File: src/hdl/tst_pkg.sv
`default_nettype none

package tst_pkg;

  // Operation codes carried in the op field of an input word.
  typedef enum logic [2:0] {
    OP_LOOKUP    = 3'd0,
    OP_FIND      = 3'd1,
    OP_ACTIVE    = 3'd2,
    OP_COMMIT    = 3'd3,
    OP_ABORT     = 3'd4
  } op_t;

  typedef enum logic [1:0] {
    SLOT_FREE      = 2'd0,
    SLOT_ACTIVE    = 2'd1,
    SLOT_COMMITTED = 2'd2,
    SLOT_ABORTED   = 2'd3
  } slot_st_t;

  typedef enum logic [2:0] {
    ST_IDLE,
    ST_ISSUE,
    ST_EXEC,
    ST_SCAN,
    ST_FINISH
  } state_t;

  localparam int unsigned TXN_W   = 32;
  localparam int unsigned SCN_W   = 64;
  localparam int unsigned FOUND_W = 3;

  typedef struct packed {
    logic               has_status;
    logic [SCN_W-1:0]   slot_commit_scn;
    logic [TXN_W-1:0]   slot_txn;
    logic [FOUND_W-1:0] slot_found;
    logic               ok;
  } res_t;

endpackage

`default_nettype wire

File: src/hdl/transaction_slot_table.sv
// Transaction slot table.
//
// Commands enter on the s_axis channel, one word per command, and each
// command gives exactly one result word on the m_axis channel. A command
// is a lookup, a find, or a stamp (active, committed, aborted) against one
// of SLOT_COUNT slots. The single configuration bit, table_present, is
// written through cfg_wr_en / cfg_wr_data; the user must write it only while
// idle, as the block does not enforce it. With it low every command fails.
//
// A lookup or stamp word passes through issue with slot read, execute and
// result before it reaches the m_axis register, and the input is not ready
// again until the result is handed on, so no new command is taken before
// the last is through. A find walks the slots one per cycle through the
// shared id comparator and stops early when the owning slot is found.
//
// Reset clears the slot valid flags at once, so every slot reads as free,
// and sets table_present to one. A stalled result waits in the output
// register while the next command runs; that one then holds in its final
// state, with the input not ready, until the register drains.

`default_nettype none

module transaction_slot_table #(
  parameter int unsigned SLOT_COUNT = 8
) (
  input  wire logic         clk,
  input  wire logic         rst,
  input  wire logic         cfg_wr_en,
  input  wire logic         cfg_wr_data,
  input  wire logic         s_axis_tvalid,
  output logic              s_axis_tready,
  // op [2:0], slot_index [10:3], txn_id [42:11], scn_value [106:43], zero fill
  input  wire logic [111:0] s_axis_tdata,
  output logic              m_axis_tvalid,
  input  wire logic         m_axis_tready,
  // ok [0], slot_found [3:1], slot_txn [35:4], slot_commit_scn [99:36],
  // has_status [100], zero fill
  output logic [103:0]      m_axis_tdata
);

  import tst_pkg::*;

  logic table_present;
  logic res_valid;
  logic res_ready;
  res_t res;
  res_t out_word;

  always_ff @(posedge clk) begin
    if (rst) begin
      table_present <= 1'b1;
    end else if (cfg_wr_en) begin
      table_present <= cfg_wr_data;
    end
  end

  tst_ctrl #(.SLOT_COUNT(SLOT_COUNT)) u_ctrl (
    .clk           (clk),
    .rst           (rst),
    .table_present (table_present),
    .in_valid      (s_axis_tvalid),
    .in_ready      (s_axis_tready),
    .in_op         (s_axis_tdata[2:0]),
    .in_slot_index (s_axis_tdata[10:3]),
    .in_txn_id     (s_axis_tdata[42:11]),
    .in_scn_value  (s_axis_tdata[106:43]),
    .res_valid     (res_valid),
    .res_ready     (res_ready),
    .res           (res)
  );

  // The output register frees as soon as its word is taken.
  assign res_ready = !m_axis_tvalid || m_axis_tready;

  always_ff @(posedge clk) begin
    if (rst) begin
      m_axis_tvalid <= 1'b0;
    end else if (res_ready) begin
      m_axis_tvalid <= res_valid;
    end
  end

  always_ff @(posedge clk) begin
    if (res_ready && res_valid) begin
      out_word <= res;
    end
  end

  assign m_axis_tdata = {3'b000, out_word};

endmodule

`default_nettype wire

File: src/hdl/tst_ram.sv
`default_nettype none

module tst_ram #(
  parameter int unsigned WIDTH = 32,
  parameter int unsigned DEPTH = 8
) (
  input  wire logic                                   clk,
  input  wire logic                                   wr_en,
  input  wire logic [(DEPTH > 1 ? $clog2(DEPTH) : 1)-1:0] wr_addr,
  input  wire logic [WIDTH-1:0]                       wr_data,
  input  wire logic                                   rd_en,
  input  wire logic [(DEPTH > 1 ? $clog2(DEPTH) : 1)-1:0] rd_addr,
  output logic      [WIDTH-1:0]                       rd_data
);

  logic [WIDTH-1:0] mem [DEPTH];

  always_ff @(posedge clk) begin
    if (wr_en) begin
      mem[wr_addr] <= wr_data;
    end
    if (rd_en) begin
      rd_data <= mem[rd_addr];
    end
  end

endmodule

`default_nettype wire

File: src/hdl/tst_ctrl.sv
`default_nettype none

module tst_ctrl #(
  parameter int unsigned SLOT_COUNT = 8
) (
  input  wire logic                 clk,
  input  wire logic                 rst,
  input  wire logic                 table_present,
  input  wire logic                 in_valid,
  output logic                      in_ready,
  input  wire logic [2:0]           in_op,
  input  wire logic [7:0]           in_slot_index,
  input  wire logic [31:0]          in_txn_id,
  input  wire logic [63:0]          in_scn_value,
  output logic                      res_valid,
  input  wire logic                 res_ready,
  output tst_pkg::res_t             res
);

  import tst_pkg::*;

  localparam int unsigned IDX_W = (SLOT_COUNT > 1) ? $clog2(SLOT_COUNT) : 1;
  localparam logic [8:0] SlotLimit = 9'(SLOT_COUNT);
  localparam logic [IDX_W-1:0] LastIdx = IDX_W'(SLOT_COUNT - 1);

  state_t state, state_next;

  logic [2:0]        op_r;
  logic [IDX_W-1:0]  idx_r;
  logic              in_range_r;
  logic [TXN_W-1:0]  txn_r;
  logic [SCN_W-1:0]  scn_r;
  logic [IDX_W-1:0]  rd_idx, rd_idx_next;
  logic              have_free, have_free_next;
  logic [IDX_W-1:0]  free_at, free_at_next;
  res_t              res_next;

  // One valid flag per slot; a slot never written reads as free.
  logic [SLOT_COUNT-1:0] valid_bits;
  logic                  valid_rd;

  logic              rd_en;
  logic [IDX_W-1:0]  rd_addr;
  logic              st_we, txn_we, cmt_we;
  logic [1:0]        st_wdata;
  logic [SCN_W-1:0]  cmt_wdata;
  logic [1:0]        st_rd;
  logic [TXN_W-1:0]  txn_rd;
  logic [SCN_W-1:0]  cmt_rd;
  slot_st_t          eff_st;
  logic [7:0]        idx_wide;
  logic              txn_match;

  tst_ram #(.WIDTH(2), .DEPTH(SLOT_COUNT)) u_status_ram (
    .clk     (clk),
    .wr_en   (st_we),
    .wr_addr (idx_r),
    .wr_data (st_wdata),
    .rd_en   (rd_en),
    .rd_addr (rd_addr),
    .rd_data (st_rd)
  );

  tst_ram #(.WIDTH(TXN_W), .DEPTH(SLOT_COUNT)) u_txn_ram (
    .clk     (clk),
    .wr_en   (txn_we),
    .wr_addr (idx_r),
    .wr_data (txn_r),
    .rd_en   (rd_en),
    .rd_addr (rd_addr),
    .rd_data (txn_rd)
  );

  tst_ram #(.WIDTH(SCN_W), .DEPTH(SLOT_COUNT)) u_commit_ram (
    .clk     (clk),
    .wr_en   (cmt_we),
    .wr_addr (idx_r),
    .wr_data (cmt_wdata),
    .rd_en   (rd_en),
    .rd_addr (rd_addr),
    .rd_data (cmt_rd)
  );

  assign eff_st    = valid_rd ? slot_st_t'(st_rd) : SLOT_FREE;
  assign idx_wide  = 8'(rd_idx);
  // The shared compare unit: one slot id against the requested id.
  assign txn_match = (txn_rd == txn_r);
  assign in_ready  = (state == ST_IDLE);
  assign res_valid = (state == ST_FINISH);

  always_ff @(posedge clk) begin
    if (rst) begin
      state      <= ST_IDLE;
      valid_bits <= '0;
    end else begin
      state <= state_next;
      if (st_we) begin
        valid_bits[idx_r] <= 1'b1;
      end
    end
  end

  always_ff @(posedge clk) begin
    if (in_valid && in_ready) begin
      op_r       <= in_op;
      idx_r      <= in_slot_index[IDX_W-1:0];
      in_range_r <= ({1'b0, in_slot_index} < SlotLimit);
      txn_r      <= in_txn_id;
      scn_r      <= in_scn_value;
    end
    if (rd_en) begin
      valid_rd <= valid_bits[rd_addr];
    end
    rd_idx    <= rd_idx_next;
    have_free <= have_free_next;
    free_at   <= free_at_next;
    res       <= res_next;
  end

  always_comb begin
    state_next     = state;
    rd_en          = 1'b0;
    rd_addr        = idx_r;
    rd_idx_next    = rd_idx;
    have_free_next = have_free;
    free_at_next   = free_at;
    res_next       = res;
    st_we          = 1'b0;
    txn_we         = 1'b0;
    cmt_we         = 1'b0;
    st_wdata       = SLOT_FREE;
    cmt_wdata      = '0;

    case (state)
      ST_IDLE: begin
        if (in_valid) begin
          state_next = ST_ISSUE;
        end
      end

      ST_ISSUE: begin
        res_next       = '0;
        have_free_next = 1'b0;
        free_at_next   = '0;
        state_next     = ST_FINISH;
        if (table_present) begin
          case (op_r)
            OP_FIND: begin
              rd_en       = 1'b1;
              rd_addr     = '0;
              rd_idx_next = '0;
              state_next  = ST_SCAN;
            end
            OP_LOOKUP, OP_ACTIVE, OP_COMMIT, OP_ABORT: begin
              if (in_range_r) begin
                rd_en       = 1'b1;
                rd_idx_next = idx_r;
                state_next  = ST_EXEC;
              end
            end
            default: begin
              state_next = ST_FINISH;
            end
          endcase
        end
      end

      ST_EXEC: begin
        state_next = ST_FINISH;
        case (op_r)
          OP_LOOKUP: begin
            if (eff_st != SLOT_FREE) begin
              res_next.ok              = 1'b1;
              res_next.slot_txn        = txn_rd;
              res_next.slot_commit_scn = cmt_rd;
              res_next.has_status      = (eff_st == SLOT_COMMITTED) && (cmt_rd != '0);
            end
          end
          OP_ACTIVE: begin
            res_next.ok = 1'b1;
            st_we       = 1'b1;
            st_wdata    = SLOT_ACTIVE;
            txn_we      = 1'b1;
            cmt_we      = 1'b1;
            cmt_wdata   = '0;
          end
          OP_COMMIT: begin
            if (eff_st == SLOT_ACTIVE) begin
              res_next.ok = 1'b1;
              st_we       = 1'b1;
              st_wdata    = SLOT_COMMITTED;
              cmt_we      = 1'b1;
              cmt_wdata   = scn_r;
            end
          end
          OP_ABORT: begin
            if (eff_st == SLOT_ACTIVE) begin
              res_next.ok = 1'b1;
              st_we       = 1'b1;
              st_wdata    = SLOT_ABORTED;
              cmt_we      = 1'b1;
              cmt_wdata   = '0;
            end
          end
          default: begin
            res_next = '0;
          end
        endcase
      end

      ST_SCAN: begin
        // Data for slot rd_idx is on the read ports; fetch the next slot meanwhile.
        if (eff_st == SLOT_ACTIVE && txn_match) begin
          res_next.ok         = 1'b1;
          res_next.slot_found = idx_wide[FOUND_W-1:0];
          state_next          = ST_FINISH;
        end else if (rd_idx == LastIdx) begin
          if (have_free || eff_st == SLOT_FREE) begin
            res_next.ok         = 1'b1;
            res_next.slot_found = have_free ? FOUND_W'(8'(free_at)) : idx_wide[FOUND_W-1:0];
          end
          state_next = ST_FINISH;
        end else begin
          if (eff_st == SLOT_FREE && !have_free) begin
            have_free_next = 1'b1;
            free_at_next   = rd_idx;
          end
          rd_en       = 1'b1;
          rd_addr     = rd_idx + IDX_W'(1);
          rd_idx_next = rd_idx + IDX_W'(1);
        end
      end

      ST_FINISH: begin
        if (res_ready) begin
          state_next = ST_IDLE;
        end
      end

      default: begin
        state_next = ST_IDLE;
      end
    endcase
  end

endmodule

`default_nettype wire
File: config.mk
export PLATFORM = sky130hd
export DESIGN_NAME = transaction_slot_table
export DESIGN_NICKNAME = d
export VERILOG_FILES = /design/src/hdl/tst_pkg.sv /design/src/hdl/transaction_slot_table.sv /design/src/hdl/tst_ram.sv /design/src/hdl/tst_ctrl.sv
export SDC_FILE = /design/constraint.sdc
export NUM_CORES = 1
export LEC_CHECK = 0
export BUFFER_PORTS_ARGS = -buffer_cell sky130_fd_sc_hd__clkbuf_2
export CAP_MARGIN = 10
export CORE_MARGIN = 4
export CORE_UTILIZATION = 39
export CTS_CLUSTER_DIAMETER = 120
export DETAILED_ROUTE_END_ITERATION = 6
export SYNTH_ARGS = -nofsm -noshare
export SYNTH_HDL_FRONTEND = slang
export SYNTH_SLANG_ARGS = --single-unit
File: constraint.sdc
create_clock -name clk -period 17.6 [get_ports clk]
set_clock_uncertainty 0.05 [all_clocks]
set_input_delay 0.88 -clock clk [delete_from_list [all_inputs] [get_ports clk]]
set_output_delay 0.88 -clock clk [all_outputs]
set_load 0.03 [all_outputs]
==> out/results.ini <==
[run_status]
outcome = finished, final reports clean

[job]
cap_violations = 0

[clock_tree]
cts.sinks = 1208
postCtsHoldBufs = 0
cts.clk_slew.worst_paths_ps = 60
htreeDepth = 3
cts_buffer_depth = 3
insertion_delay_ps = 700
postCtsSetupBuffers = 0
cts-resized-gates = 0
cts_root_buffer = clkbuf_16
cts_buffers = 120
cts_tree = built

[global_route]
grt_max_degree = 146
grtUsageTotal = 0.154
grt_antenna_before_repair = 3
grt_pass1_vias = 22500
globalRouteOverflowTotal = 0
grt_pass1_wl_um = 144000

[detailed_routing]
postRouteAntennaNets = 0
viasPerCell = 4.96
drt_iter0_drc = 1418
wl_per_cell_um = 22.8
route.detailed.drc = 0
wl_um = 98100
vias = 21400
firstDrtPassIters = 6

[logic_synthesis]
synthTopCellsByArea = edfxtp_1, mux2i_1, mux2_2
syn_area_per_cell_sq_um = 19.5
yosysUniqueCellTypes = 52
synthTopCellsByCount = edfxtp_1, mux2i_1, and2_1
synthCells = 2383
synth_edf_count = 1195
synth_top_area_share = 0.772
synth.most_common_cell = edfxtp_1
ys_warn_count = 0
yosysTopAreaCell = edfxtp_1
yosysSeqAreaShare = 0.777
async_reset_ff_frac = 0
ys.flop_type = edfxtp_1
synth_area_sq_um = 46500
synth-seq-cells = 1208

[timing]
hold_violations = 0
clock.fmax_ghz = 0.157
setup_viol = 0
tightest_slew_ps = 1240
hold_slack_ps = 295
rsz0062_at_grt = false
slew_headroom = 0.174
period_share = 0.361
fin_tns_setup_ps = 0
finalMaxSlewViolations = 0
min_period_ps = 6360

[die]
rows = 126
coreArea_sq_um = 118000
die_x_um = 353
dieArea_sq_um = 125000
fp.dieH_um = 353
io_pins = 224
start_util = 0.393

[min_path]
holdCritPathClass = primary input to register

[worst_setup_path]
cp_cell_sequence = xnor2_1, nand4_1, nor4_1, a31oi_2, mux2_4, a22oi_2, buf_12, buf_4, buf_4, mux2i_1, mux2i_1, mux2_2
startpoint_type = register
worstPathArrival_ps = 6760
cp.buffers_inverters = 3
worst_path_largest_cell_delay_ps = 900
endpoint_kind = register
crit_type = register to register
required_ps = 18010
crit_family = buffers and inverters
cp_max_fo = 145
slowest_stage = buf_4

[layout]
final_util = 0.447
fin_area_sq_um = 52900
insertedDiodeCount = 0
final_cells = 4301
drive_above_1_share = 0.203
area_growth_pct = 13.7
fin_nets = 2784

[power]
combPwrFrac = 0.043
power_frac_clock = 0.408
irDropWorstVdd_v = 0.0000778
p_switching_uw = 1240
leakage_uw = 0.0176
cellPowerDensity_nw_per_um2 = 112
internal_power_uw = 4670
pwr-share-seq = 0.548
swShare = 0.209

[place]
port_buffers = 215
gp_congestion = 0.783
dp_hpwl_um = 54100
dpl.cell_count = 4078
place_area_sq_um = 49100

-- sequential cells by signal, summed over array words and instances, names as in the netlist, 2 cells and up --
register                     count
u_ctrl.u_txn_ram.mem           256
u_ctrl.txn_r                    32
m_axis_tdata                   101
u_ctrl.op_r                      3
u_ctrl.u_status_ram.rd_data      2
u_ctrl.u_commit_ram.rd_data     64
u_ctrl.u_commit_ram.mem        512
u_ctrl.res                     101
u_ctrl.scn_r                    64
u_ctrl.idx_r                     3
u_ctrl.rd_idx                    3
u_ctrl.u_status_ram.mem         16
u_ctrl.valid_bits                8
u_ctrl.u_txn_ram.rd_data        32
u_ctrl.free_at                   3
u_ctrl.state                     3
-- final cells by class --
cell class,instances,area (sq um)
multi-input cells,1070,9590
repair buffers,260,1450
flip-flops and latches,1208,36100
clock inverters,79,674
fillers,10000,65400
well taps,1536,1920
clock buffers,144,3090
inverters,4,15.0
-- logic make-up (layout without fill, tap and decap cells) --
logic type                 after synthesis  in the layout  synth area share
xor gates and xnor gates                32             32           0.00635
adders and majority gates                2              2          0.000538
DFF                                   1208           1208             0.777
other                                    1              3         0.0000807
and+or+nand+nor                        309            309            0.0385
AOI/OAI and AO/OA                       25             25           0.00374
buffers and inverters                  107            487            0.0201
muxes                                  699            699             0.153
-- per-layer routing --
layer  up-vias  global-route usage  routed length (um)
li1       9855                   -                   -
met4         0              0.0443                2500
met2       486               0.269               49200
met5         -                   0                   0
met1     10900               0.199               42300
met3       140              0.0250                4080
-- metrics by stage --
step | setup WS (ps) | power [uW]
detailed placement | 11250 | 3560
finish | 11240 | 5910
CTS | 11230 | 5990
floorplan | 295 | 3500
global route | 10920 | 6130
global placement | 11390 | 3560
-- path summary, 6_finish.rpt --
kind / from / to / slack, ps / cells past startpoint
max: u_ctrl.txn_r[1] / u_ctrl.u_commit_ram.rd_data[49] / 11240 / 12
min: s_axis_tdata[48] / u_ctrl.scn_r[5] / 300 / 1
min reg2reg: u_ctrl.res[84] / m_axis_tdata[84] / 360 / 0
max reg2reg: u_ctrl.txn_r[1] / u_ctrl.u_commit_ram.rd_data[49] / 11240 / 12
-- power groups by stage --
| stage | Combinational (uW) | Sequential, uW | Clock (uW) |
|---|---|---|---|
| finish | 256 | 3240 | 2410 |
| global route | 273 | 3240 | 2610 |
| CTS | 262 | 3240 | 2480 |
| detailed placement | 261 | 3300 | 0 |
| global placement | 256 | 3300 | 0 |
| floorplan | 186 | 3310 | 0 |
-- placed cells by master (no fill, tap or decap), types with 3 or more instances in the layout --
cell / instances
clkinv_2: 29
xnor2_1: 27
nand3b_1: 3
and3_1: 4
nand3_1: 7
nor4_2: 3
nor4_1: 18
nand2_1: 22
clkinv_1: 30
nor3_1: 6
nand2b_1: 4
a21oi_1: 6
clkinvlp_4: 4
buf_12: 3
nor2_1: 33
mux2i_1: 598
conb_1: 3
clkinv_8: 3
edfxtp_1: 1195
buf_4: 42
xor2_1: 3
inv_1: 3
clkbuf_1: 24
clkbuf_2: 215
nor2_4: 13
nand4_1: 16
clkbuf_16: 120
and2_1: 161
nor2b_1: 5
o21ai_0: 5
mux2_2: 100
dfxtp_1: 13
nor3_2: 5
bufinv_16: 8
Power figures use the tool's default switching activity.
